==> config.mk <==
export PLATFORM = sky130hd
export DESIGN_NAME = byte_hash_chunk_verifier_top
export DESIGN_NICKNAME = d
export VERILOG_FILES = /design/src/sv/bhcv_pkg.sv /design/src/sv/bhcv_front.sv /design/src/sv/bhcv_queue.sv /design/src/sv/bhcv_back.sv /design/src/sv/byte_hash_chunk_verifier_top.sv
export SDC_FILE = /design/constraint.sdc
export NUM_CORES = 2
export LEC_CHECK = 0
export BUFFER_PORTS_ARGS = -buffer_cell sky130_fd_sc_hd__buf_2
export CAP_MARGIN = 20
export CORE_MARGIN = 5
export CORE_UTILIZATION = 45
export DETAILED_ROUTE_END_ITERATION = 8
export PLACE_DENSITY_LB_ADDON = 0.3
export SYNTH_ARGS = -nofsm -noshare
export SYNTH_HDL_FRONTEND = slang
export SYNTH_HIERARCHICAL = 1
export SYNTH_SLANG_ARGS = --single-unit
==> constraint.sdc <==
create_clock -name clk -period 13.4 [get_ports clk]
set_input_delay 0.67 -clock clk [delete_from_list [all_inputs] [get_ports clk]]
set_output_delay 0.67 -clock clk [all_outputs]
set_load 0.1 [all_outputs]
==> src/sv/bhcv_pkg.sv <==
// shared types and constants for the byte hash chunk verifier
// no dependencies; imported by every module of the block
package bhcv_pkg;

  // hash primes
  localparam logic [31:0] PRIME1 = 32'd2654435761;
  localparam logic [31:0] PRIME2 = 32'd2246822519;
  localparam logic [31:0] PRIME3 = 32'd3266489917;
  localparam logic [31:0] PRIME5 = 32'd374761393;

  // rotate and avalanche shift amounts
  localparam int unsigned ROT_L   = 11;
  localparam int unsigned ROT_R   = 21;
  localparam int unsigned AVAL_S1 = 15;
  localparam int unsigned AVAL_S2 = 13;
  localparam int unsigned AVAL_S3 = 16;

  // command codes
  localparam logic CMD_BEGIN = 1'b0;
  localparam logic CMD_DATA  = 1'b1;

  // register index of the seed, taken from the config address
  localparam logic CFG_IDX_SEED = 1'b0;

  // input word
  typedef struct packed {
    logic        command;
    logic [7:0]  data_byte;
    logic [31:0] chunk_length;
    logic [31:0] expected_hash;
    logic        last;
  } in_word_t;

  // result word
  typedef struct packed {
    logic [31:0] hash_value;
    logic        matches_res;
  } out_word_t;

  // queue entry: unfinalised hash and the value to compare with
  typedef struct packed {
    logic [31:0] hash;
    logic [31:0] expected;
  } q_entry_t;

  // push side of the queue
  typedef struct packed {
    logic     push;
    q_entry_t entry;
  } q_push_t;

  // pop side of the queue
  typedef struct packed {
    logic     empty;
    q_entry_t entry;
  } q_head_t;

  // finalisation sequencer
  typedef enum logic [1:0] {
    BK_IDLE,
    BK_MIX2,
    BK_MIX3,
    BK_OUT
  } bk_state_t;

endpackage

==> src/sv/bhcv_front.sv <==
// front end: accepts words, keeps the running hash, queues finished chunks
// depends on bhcv_pkg
module bhcv_front (
  input  logic               clk,
  input  logic               rst_n,
  input  logic               in_valid,
  output logic               in_stall,
  input  bhcv_pkg::in_word_t in_data,
  input  logic [31:0]        seed,
  input  logic               q_full,
  output bhcv_pkg::q_push_t  q_out
);
  import bhcv_pkg::*;

  logic        s0_valid_r, s0_valid_nxt;
  logic        s0_cmd_r;
  logic [31:0] s0_prod_r;
  logic [31:0] s0_len_r;
  logic [31:0] s0_exp_r;
  logic        s0_last_r;
  logic [31:0] run_r, run_nxt;
  logic [31:0] mix;
  logic [31:0] rot;
  logic [31:0] prod_full;
  logic        s0_ends;
  logic        s0_adv;
  logic        in_acc;

  // chunk closes on last data byte or on an empty begin
  assign s0_ends  = (s0_cmd_r == CMD_DATA) ? s0_last_r : (s0_len_r == 32'd0);
  assign s0_adv   = s0_valid_r && !(s0_ends && q_full);
  assign in_stall = s0_valid_r && !s0_adv;
  assign in_acc   = in_valid && !in_stall;

  // byte times prime, registered ahead of the hash loop
  assign prod_full = {24'd0, in_data.data_byte} * PRIME5;

  // stage register
  always_comb begin
    s0_valid_nxt = s0_valid_r;
    if (in_acc) begin
      s0_valid_nxt = 1'b1;
    end else if (s0_adv) begin
      s0_valid_nxt = 1'b0;
    end
  end

  always_ff @(posedge clk) begin
    if (!rst_n) begin
      s0_valid_r <= 1'b0;
    end else begin
      s0_valid_r <= s0_valid_nxt;
    end
  end

  always_ff @(posedge clk) begin
    if (in_acc) begin
      s0_cmd_r  <= in_data.command;
      s0_prod_r <= prod_full;
      s0_len_r  <= in_data.chunk_length;
      s0_exp_r  <= in_data.expected_hash;
      s0_last_r <= in_data.last;
    end
  end

  // running hash update: a begin loads seed + PRIME5 + length; data adds, rotates, multiplies
  assign mix = run_r + s0_prod_r;
  assign rot = (mix << ROT_L) | (mix >> ROT_R);

  always_comb begin
    run_nxt = run_r;
    if (s0_adv) begin
      if (s0_cmd_r == CMD_BEGIN) begin
        run_nxt = seed + PRIME5 + s0_len_r;
      end else begin
        run_nxt = rot * PRIME1;
      end
    end
  end

  always_ff @(posedge clk) begin
    if (!rst_n) begin
      run_r <= 32'd0;
    end else begin
      run_r <= run_nxt;
    end
  end

  // queue push carries the updated hash
  assign q_out.push           = s0_adv && s0_ends;
  assign q_out.entry.hash     = run_nxt;
  assign q_out.entry.expected = s0_exp_r;

endmodule

==> src/sv/bhcv_queue.sv <==
// short queue between front end and finalisation
// depends on bhcv_pkg
module bhcv_queue #(
  parameter int unsigned DEPTH = 2
) (
  input  logic              clk,
  input  logic              rst_n,
  input  bhcv_pkg::q_push_t q_in,
  input  logic              pop,
  output logic              full,
  output bhcv_pkg::q_head_t q_head
);
  import bhcv_pkg::*;

  localparam int unsigned AW = $clog2(DEPTH);
  localparam int unsigned CW = $clog2(DEPTH + 1);

  q_entry_t        mem_r [DEPTH];
  logic [AW-1:0]   wr_ptr_r, wr_ptr_nxt;
  logic [AW-1:0]   rd_ptr_r, rd_ptr_nxt;
  logic [CW-1:0]   count_r, count_nxt;

  assign full          = (count_r == CW'(DEPTH));
  assign q_head.empty  = (count_r == '0);
  assign q_head.entry  = mem_r[rd_ptr_r];

  // pointer and fill count
  always_comb begin
    wr_ptr_nxt = wr_ptr_r;
    rd_ptr_nxt = rd_ptr_r;
    count_nxt  = count_r;
    if (q_in.push) begin
      wr_ptr_nxt = (wr_ptr_r == AW'(DEPTH - 1)) ? '0 : wr_ptr_r + 1'b1;
    end
    if (pop) begin
      rd_ptr_nxt = (rd_ptr_r == AW'(DEPTH - 1)) ? '0 : rd_ptr_r + 1'b1;
    end
    if (q_in.push && !pop) begin
      count_nxt = count_r + 1'b1;
    end else if (pop && !q_in.push) begin
      count_nxt = count_r - 1'b1;
    end
  end

  always_ff @(posedge clk) begin
    if (!rst_n) begin
      wr_ptr_r <= '0;
      rd_ptr_r <= '0;
      count_r  <= '0;
    end else begin
      wr_ptr_r <= wr_ptr_nxt;
      rd_ptr_r <= rd_ptr_nxt;
      count_r  <= count_nxt;
    end
  end

  // entry storage
  always_ff @(posedge clk) begin
    if (q_in.push) begin
      mem_r[wr_ptr_r] <= q_in.entry;
    end
  end

`ifndef SYNTH
  a_no_overflow: assert property (@(posedge clk) disable iff (!rst_n)
    q_in.push |-> !full)
    else $error("queue pushed while full");

  a_no_underflow: assert property (@(posedge clk) disable iff (!rst_n)
    pop |-> !q_head.empty)
    else $error("queue popped while empty");

  a_count_up: assert property (@(posedge clk) disable iff (!rst_n)
    (q_in.push && !pop) |=> count_r == $past(count_r) + 1'b1)
    else $error("queue count did not follow a push");
`endif

endmodule

==> src/sv/bhcv_back.sv <==
// back end: avalanche finalisation, compare, result register
// depends on bhcv_pkg
module bhcv_back (
  input  logic                clk,
  input  logic                rst_n,
  input  bhcv_pkg::q_head_t   q_head,
  output logic                pop,
  output logic                out_valid,
  input  logic                out_stall,
  output bhcv_pkg::out_word_t out_data
);
  import bhcv_pkg::*;

  bk_state_t   state_r, state_nxt;
  logic [31:0] h_r;
  logic [31:0] exp_r;
  logic [31:0] x1, x2, x3;
  out_word_t   res_r;

  // next state
  always_comb begin
    state_nxt = state_r;
    unique case (state_r)
      BK_IDLE: if (!q_head.empty) state_nxt = BK_MIX2;
      BK_MIX2: state_nxt = BK_MIX3;
      BK_MIX3: state_nxt = BK_OUT;
      BK_OUT:  if (!out_stall) state_nxt = BK_IDLE;
      default: state_nxt = BK_IDLE;
    endcase
  end

  always_ff @(posedge clk) begin
    if (!rst_n) begin
      state_r <= BK_IDLE;
    end else begin
      state_r <= state_nxt;
    end
  end

  // outputs
  always_comb begin
    pop       = 1'b0;
    out_valid = 1'b0;
    unique case (state_r)
      BK_IDLE: pop = !q_head.empty;
      BK_MIX2: pop = 1'b0;
      BK_MIX3: pop = 1'b0;
      BK_OUT:  out_valid = 1'b1;
      default: pop = 1'b0;
    endcase
  end

  // xor-shift steps, one multiply per cycle
  assign x1 = q_head.entry.hash ^ (q_head.entry.hash >> AVAL_S1);
  assign x2 = h_r ^ (h_r >> AVAL_S2);
  assign x3 = h_r ^ (h_r >> AVAL_S3);

  always_ff @(posedge clk) begin
    unique case (state_r)
      BK_IDLE: begin
        if (!q_head.empty) begin
          h_r   <= x1 * PRIME2;
          exp_r <= q_head.entry.expected;
        end
      end
      BK_MIX2: h_r <= x2 * PRIME3;
      BK_MIX3: begin
        res_r.hash_value  <= x3;
        res_r.matches_res <= (x3 == exp_r);
      end
      BK_OUT: ;
      default: ;
    endcase
  end

  assign out_data = res_r;

`ifndef SYNTH
  a_mix_order: assert property (@(posedge clk) disable iff (!rst_n)
    state_r == BK_MIX2 |=> state_r == BK_MIX3)
    else $error("finalisation skipped a step");

  a_match_flag: assert property (@(posedge clk) disable iff (!rst_n)
    state_r == BK_MIX3 |=>
      out_data.matches_res == (out_data.hash_value == $past(exp_r)))
    else $error("match flag disagrees with hash");
`endif

endmodule

==> src/sv/byte_hash_chunk_verifier_top.sv <==
// A closing word passes the input stage register, the queue and the sequencer
// states BK_MIX2, BK_MIX3 and BK_OUT before its result word appears. Words go
// in one per cycle while in_stall is low; each chunk finishes before the next pops.
// A 2-entry queue absorbs closes; input stalls when a closing word meets it full.
// Reset (rst_n low, synchronous) clears the running hash, seed, queue and
// sequencer; no clearing pass.
module byte_hash_chunk_verifier_top #(
  parameter int unsigned QUEUE_DEPTH = 2
) (
  input  logic                clk,
  input  logic                rst_n,
  input  logic                in_valid,
  output logic                in_stall,
  input  bhcv_pkg::in_word_t  in_data,
  output logic                out_valid,
  input  logic                out_stall,
  output bhcv_pkg::out_word_t out_data,
  input  logic                psel,
  input  logic                penable,
  input  logic                pwrite,
  input  logic [2:0]          paddr,
  input  logic [31:0]         pwdata,
  output logic [31:0]         prdata,
  output logic                pready
);
  import bhcv_pkg::*;

  logic [31:0] seed_r;
  logic        q_full;
  logic        pop;
  q_push_t     q_push;
  q_head_t     q_head;

  // configuration register
  assign pready = 1'b1;
  assign prdata = (paddr[2] == CFG_IDX_SEED) ? seed_r : 32'd0;

  always_ff @(posedge clk) begin
    if (!rst_n) begin
      seed_r <= 32'd0;
    end else if (psel && penable && pwrite && (paddr[2] == CFG_IDX_SEED)) begin
      seed_r <= pwdata;
    end
  end

  // front end
  bhcv_front u_front (
    .clk      (clk),
    .rst_n    (rst_n),
    .in_valid (in_valid),
    .in_stall (in_stall),
    .in_data  (in_data),
    .seed     (seed_r),
    .q_full   (q_full),
    .q_out    (q_push)
  );

  // queue
  bhcv_queue #(
    .DEPTH (QUEUE_DEPTH)
  ) u_queue (
    .clk    (clk),
    .rst_n  (rst_n),
    .q_in   (q_push),
    .pop    (pop),
    .full   (q_full),
    .q_head (q_head)
  );

  // back end
  bhcv_back u_back (
    .clk       (clk),
    .rst_n     (rst_n),
    .q_head    (q_head),
    .pop       (pop),
    .out_valid (out_valid),
    .out_stall (out_stall),
    .out_data  (out_data)
  );

endmodule
[Yosys cells after proc, flatten, opt, wreduce, memory -nomap -nowiden]
Memory sizes are Yosys's and may differ from the RTL's. A register that Yosys moved wholly into a read port is not among the register bits.
Index checks and enable logic that the tools add are counted.
Operators by class
  $add $sub $neg: 7
  $mul: 4
  equality and inequality tests: 7
  mux-type cells: 21
  bitwise gates (word level): 6
  reduce and logical (&&, ||, !) cells: 25
Operators by type and width (number)
  32-bit two-way mux: 4
  32-bit adder: 2
  32-bit by 32-bit multiplier with 32-bit output, second input constant: 2
  32-bit one-hot mux with 2 select lines: 1
  32-bit by 29-bit adder with 32-bit output, second input constant: 1
  32-bit == test: 1
  32-bit zero test: 1
  32-bit by 31-bit multiplier with 32-bit output, second input constant: 1
  8-bit by 29-bit multiplier with 32-bit output, second input constant: 1
  32-bit by 11-bit bitwise OR with 32-bit output: 1
  32-bit by 16-bit XOR with 32-bit output: 1
  32-bit by 17-bit XOR with 32-bit output: 1
  32-bit by 19-bit XOR with 32-bit output: 1
  1-bit two-way mux: 11
  1-bit logical AND: 10
  2-bit two-way mux: 4
  2-bit one-hot mux with 4 select lines: 1
  2-bit == test, second input constant: 3
  1-bit zero test: 6
  2-bit AND reduction: 3
  2-bit nonzero test: 3
  2-bit zero test: 2
  2-bit != test, second input constant: 2
  1-bit adder, second input constant: 2
  other kinds (4): 5
Word-level totals
  flip-flop bits (word level): 266
  memory bits (writable): 128
  bits of input ports: 116
  output and inout port bits: 68
  word-level logic and storage cells: 87
  memories kept: 1
Memories
  u_queue.mem_r: words 2, width 64, read ports 1, clocked after memory_dff 1, wr ports 1, RTL line bhcv_queue.sv:18  | q_entry_t mem_r [DEPTH];

[Depth between registers and ports, before layout]
  word-level depth: 10
  gate-level depth with buffers: 41

[Cells and area by module]
The synthesis kept the hierarchy.
By module, submodules not included
  bhcv_back: times used 1, cells each 2243, area each 23307.4 um^2
  bhcv_front: times used 1, cells each 2010, area each 19865.3 um^2
  bhcv_queue: times used 1, cells each 221, area each 4858.4 um^2
  byte_hash_chunk_verifier_top: times used 1, cells each 177, area each 1537.7 um^2

[Worst setup path after synthesis]
Ideal clock, no wire load.
  path kind: register to register
  start: reg u_front.s0_prod_r[8]
  end: mem u_queue/mem_r[0][63] in the netlist's numbering, data pin
  arrival: 9.346 ns
  required time: 13.124 ns
  slack: 3.778 ns
  stages on the path, launching flop included: 40
  path buffers: 0
  clock period less this slack: 9.622 ns
  cells stage by stage: edfxtp_1 > ha_1 > a21oi_2 > o221ai_2 > a211oi_2 > a21oi_2 > a211o_1 > a21o_2 > a21o_1 > a21o_2 > a21oi_1 > o21bai_2 > a21o_1 > a21oi_1 > xnor2_1 > ha_1 > fa_1 > inv_1 > [4 not listed] > fa_1 > fa_1 > fa_1 > inv_1 > fa_1 > xor2_1 > xnor2_1 > xnor2_1 > xnor2_1 > xnor2_1 > xnor3_1 > xnor2_1 > xnor2_1 > xnor3_1 > xnor3_1 > xnor2_1 > mux2i_1 > a21oi_1
RTL lines
  from (decl): RTL line bhcv_front.sv:17  | logic [31:0] s0_prod_r;
  from (signal assigned): RTL line bhcv_front.sv:59  | s0_prod_r <= prod_full;
  to (decl): RTL line bhcv_queue.sv:18

==> flow_summary.rst <==
.. list-table::
   :header-rows: 1

   * - Metric
     - Value
   * - Status
     - finished clean
   * - Via Count
     - 32072
   * - Detail-routed net length per standard cell
     - 20.2 microns
   * - HP Class
     - in -> reg
   * - Post-cts sizing count
     - 0
   * - Critical register-to-register path startpoint
     - u_front/s0_prod_r[1]$_DFFE_PP_
   * - Footprint of the multi-input gates
     - 33400 sq um
   * - Final Cycle Share
     - 0.777
   * - Number of buffers added by the clock tree synthesis step
     - 42
   * - Crit-path max FO
     - 11
   * - First-pass GRT wire length
     - 200 mm
   * - Arrival time at the worst endpoint
     - 10.68 ns
   * - Clock Tree Root
     - sky130_fd_sc_hd__clkbuf_16
   * - Pre-Repair DR Iteration Count
     - 5
   * - Cell area after synthesis
     - 49600 sq um
   * - Remaining routing DRC violations
     - 0
   * - Post-Route Setup TNS
     - 0 ns
   * - Antenna diodes
     - 0
   * - Share of the synthesized area in the top cell type
     - 0.279
   * - Number of cells in the finished layout apart from fillers
     - 6368
   * - Skew final
     - 0.0631 ns
   * - Fraction of layout cells with a size suffix above 1
     - 0.0812
   * - R2r endpoint
     - u_queue/mem_r[0][63]$_DFFE_PP_
   * - Count of pins on the block boundary
     - 184
   * - Worst setup slack for register-to-register paths
     - 2.99 ns
   * - Clock transition at path regs
     - 0.06 ns
   * - Clock latency on the worst-skew pair
     - 0.59 ns
   * - Transition time at the pin with the least slew margin
     - 1.10 ns
   * - Vertical die dimension
     - 342 microns
   * - Via count of the first global-routing pass
     - 34063
   * - Aggregate global-route resource usage
     - 0.223
   * - Achievable clock frequency
     - 96.0 MHz
   * - Category of the worst setup path capture point
     - flip-flop
   * - Count of flip-flops with a built-in enable after synthesis
     - 323
   * - Maximum clock path buffer count
     - 3
   * - Post-layout min period
     - 10.41 ns
   * - Largest net degree at the start of global routing
     - 71
   * - Dominant register cell in the synthesized netlist
     - sky130_fd_sc_hd__edfxtp_1
   * - Area of placed instances
     - 52300 sq um
   * - Area added between synthesis and finish
     - 8.30%
   * - H-tree depth
     - 2
   * - Top cell type by total area after synthesis
     - sky130_fd_sc_hd__fa_1
   * - Core box area
     - 109000 sq um
   * - Instance count along the most critical hold path
     - 1
   * - Final instance area
     - 53700 sq um
   * - Most area-consuming cells after synthesis
     - sky130_fd_sc_hd__fa_1 28%, sky130_fd_sc_hd__edfxtp_1 20%, sky130_fd_sc_hd__ha_1 18%, sky130_fd_sc_hd__inv_1 9.6%, sky130_fd_sc_hd__xnor2_1 3.8%
   * - Largest register FFs
     - 128
   * - Die Area
     - 117000 sq um
   * - Number of hold buffers added after CTS
     - 0
   * - Number of antenna violations at the first check in global routing
     - 3
   * - Slowest cell on the critical path
     - sky130_fd_sc_hd__xor2_2
   * - Max-slew headroom at the worst pin
     - 0.262
   * - Horizontal extent of the die
     - 342 microns
   * - Combined flip-flop and latch cell area
     - 11100 sq um
   * - Number of fillers in the final layout
     - 10030
   * - Post-DRT Antenna Nets
     - 0
   * - Clock tree from TritonCTS
     - yes
   * - Detail-routed via count per cell
     - 5.04
   * - Startpoint type of the worst setup path
     - flip-flop
   * - Start point of the worst hold path
     - in_data[50]
   * - Number of violations of the max-capacitance limit
     - 0
   * - Worst Hold End
     - u_front/s0_len_r[17]$_DFFE_PP_
   * - Sequential element share of the synthesized area
     - 0.225
   * - Clock sink total
     - 395
   * - Pins Over Slew Limit
     - 0
   * - Wire length after detailed routing
     - 128 mm
   * - Num rows
     - 121
   * - Net count after synthesis
     - 6186
   * - IO buf count
     - 180
   * - Total Nets Final
     - 6395
   * - Crit path required time
     - 13.67 ns
   * - Endpoints failing hold
     - 0
   * - Number of cells on the worst reg-to-reg path
     - 37
   * - Number of placed instances with taps included
     - 6290
   * - Delay of the slowest critical-path stage
     - 0.66 ns
   * - Type of the worst setup path
     - reg -> reg
   * - Netlist cell types
     - 85
   * - Final setup violation count
     - 0
   * - Overall overflow remaining after global route
     - 0
   * - Most prevalent standard cell on the critical path
     - sky130_fd_sc_hd__fa_1
   * - Reg with most FFs
     - u_queue/mem_r
   * - Starting DRC count in detailed routing
     - 1932
   * - Count of warnings emitted by yosys
     - 6
   * - Weighted congestion reported at the end of routability-driven placement
     - 0.927
   * - Flip-flop and latch count after synthesis
     - 395
   * - Share of the core filled with cells
     - 0.492
   * - HPWL reported at the end of detailed placement
     - 110 mm
   * - Setup repair after global routing missed its margin
     - no
   * - Average instance area after synthesis
     - 10.7 sq um
   * - Share of synthesized flip-flops with an asynchronous set or reset
     - 0
   * - Setup bufs post-CTS
     - 0
   * - Initial cell density of the core
     - 0.454
   * - Instance count of the mapped netlist
     - 4651
[how the worst max path moves through the flow]
stage,startpoint,to,slack [ns],cells after the start
after global routing,u_front/s0_prod_r[1]$_DFFE_PP_,u_queue/mem_r[0][63]$_DFFE_PP_,2.46,40
after CTS,u_front/s0_prod_r[0]$_DFFE_PP_,u_queue/mem_r[0][63]$_DFFE_PP_,2.90,37
after global placement,u_front/s0_prod_r[1]$_DFFE_PP_,u_queue/mem_r[0][63]$_DFFE_PP_,3.11,40
after floorplan,u_front/s0_prod_r[8]$_DFFE_PP_,u_queue/mem_r[0][63]$_DFFE_PP_,3.78,39
after detailed placement,u_front/s0_prod_r[0]$_DFFE_PP_,u_queue/mem_r[1][63]$_DFFE_PP_,2.98,37
final,u_front/s0_prod_r[1]$_DFFE_PP_,u_queue/mem_r[0][63]$_DFFE_PP_,2.99,37
[through the flow]
step	hold WS, ns	setup WS (ns)
after floorplan	0.421	3.78
after global placement	0.424	3.11
after detailed placement	0.430	2.98
after CTS	0.219	2.90
after global routing	0.228	2.46
final	0.254	2.99
[logic make-up after synthesis]
kind of cell / after synthesis / synth area share
adder cells (fa/ha/maj): 1420 / 0.463
buffers and inverters: 1323 / 0.103
AND/OR/NAND/NOR: 514 / 0.0496
AO/OA/AOI/OAI: 506 / 0.0659
flip-flops: 395 / 0.225
XOR/XNOR: 378 / 0.0693
multiplexers: 114 / 0.0248
other: 1 / 0.0000757
[final cells by class]
cell class	instances	area share
timing repair buffer	220	0.0226
clock buffer	52	0.0206
sequential	395	0.208
clock inverter	24	0.00424
inverter	1268	0.0887
tap	1476	0.0344
multi-input combinational	2933	0.622
[layout by cell type (no fill, tap or decap), types with 11 or more instances in the layout]
cell,instances
sky130_fd_sc_hd__nor2b_1,47
sky130_fd_sc_hd__o21ai_0,97
sky130_fd_sc_hd__nand3_1,22
sky130_fd_sc_hd__fa_1,691
sky130_fd_sc_hd__nor2_1,113
sky130_fd_sc_hd__xor2_1,150
sky130_fd_sc_hd__ha_1,727
sky130_fd_sc_hd__a21o_1,60
sky130_fd_sc_hd__inv_1,1267
sky130_fd_sc_hd__dfxtp_1,71
sky130_fd_sc_hd__nand2_1,179
sky130_fd_sc_hd__edfxtp_1,323
sky130_fd_sc_hd__a31oi_1,13
sky130_fd_sc_hd__buf_2,180
sky130_fd_sc_hd__and3_1,16
sky130_fd_sc_hd__o21bai_1,33
sky130_fd_sc_hd__mux2i_1,45
sky130_fd_sc_hd__o21a_1,20
sky130_fd_sc_hd__nor4_1,17
sky130_fd_sc_hd__a211oi_1,23
sky130_fd_sc_hd__a21oi_1,164
sky130_fd_sc_hd__clkbuf_16,42
sky130_fd_sc_hd__nand2b_1,11
sky130_fd_sc_hd__and2_1,35
sky130_fd_sc_hd__clkinv_1,11
sky130_fd_sc_hd__buf_4,39
sky130_fd_sc_hd__mux2_2,69
sky130_fd_sc_hd__nor3_1,29
sky130_fd_sc_hd__xnor2_1,217
[metal layers]
layer | up-vias | GRT usage | share of wire
met2 | 790 | 0.375 | 0.47
met1 | 16006 | 0.313 | 0.45
met3 | 117 | 0.0307 | 0.057
met4 | 0 | 0.0426 | 0.021
li1 | 15159 | - | -
met5 | - | 0 | 0
[synth_stat cells (5+ instances only)]
master	n
sky130_fd_sc_hd__inv_1	1267
sky130_fd_sc_hd__ha_1	728
sky130_fd_sc_hd__fa_1	691
sky130_fd_sc_hd__edfxtp_1	323
sky130_fd_sc_hd__xnor2_1	217
sky130_fd_sc_hd__nand2_1	179
sky130_fd_sc_hd__a21oi_1	166
sky130_fd_sc_hd__xor2_1	150
sky130_fd_sc_hd__nor2_1	113
sky130_fd_sc_hd__o21ai_0	97
sky130_fd_sc_hd__dfxtp_1	72
sky130_fd_sc_hd__mux2_2	69
sky130_fd_sc_hd__a21o_1	60
sky130_fd_sc_hd__nor2b_1	50
sky130_fd_sc_hd__mux2i_1	45
sky130_fd_sc_hd__and2_1	36
sky130_fd_sc_hd__clkbuf_1	36
sky130_fd_sc_hd__o21bai_1	33
sky130_fd_sc_hd__nor3_1	29
sky130_fd_sc_hd__a211oi_1	23
sky130_fd_sc_hd__nand3_1	22
sky130_fd_sc_hd__o21a_1	20
sky130_fd_sc_hd__nor4_1	17
sky130_fd_sc_hd__and3_1	16
sky130_fd_sc_hd__a31oi_1	13
sky130_fd_sc_hd__nand2b_1	11
sky130_fd_sc_hd__nand4_1	10
sky130_fd_sc_hd__o211ai_1	9
sky130_fd_sc_hd__a211o_1	8
sky130_fd_sc_hd__buf_6	8
sky130_fd_sc_hd__or2_2	7
sky130_fd_sc_hd__a211oi_2	5
sky130_fd_sc_hd__or3_1	5
sky130_fd_sc_hd__xnor3_1	5
[worst max-delay path: cells and delay by family, from the launching register on]
kind / cells / cell delay, ns
adders and majority gates: 10 / 4.67
AOI/OAI and AO/OA: 16 / 3.32
xor gates and xnor gates: 2 / 0.81
DFF: 1 / 0.46
buffers and inverters: 6 / 0.40
muxes: 1 / 0.23
and+or+nand+nor: 2 / 0.21
Power is not shown: default switching activity piles up to over one toggle a cycle in this logic, so the estimate is an artifact.
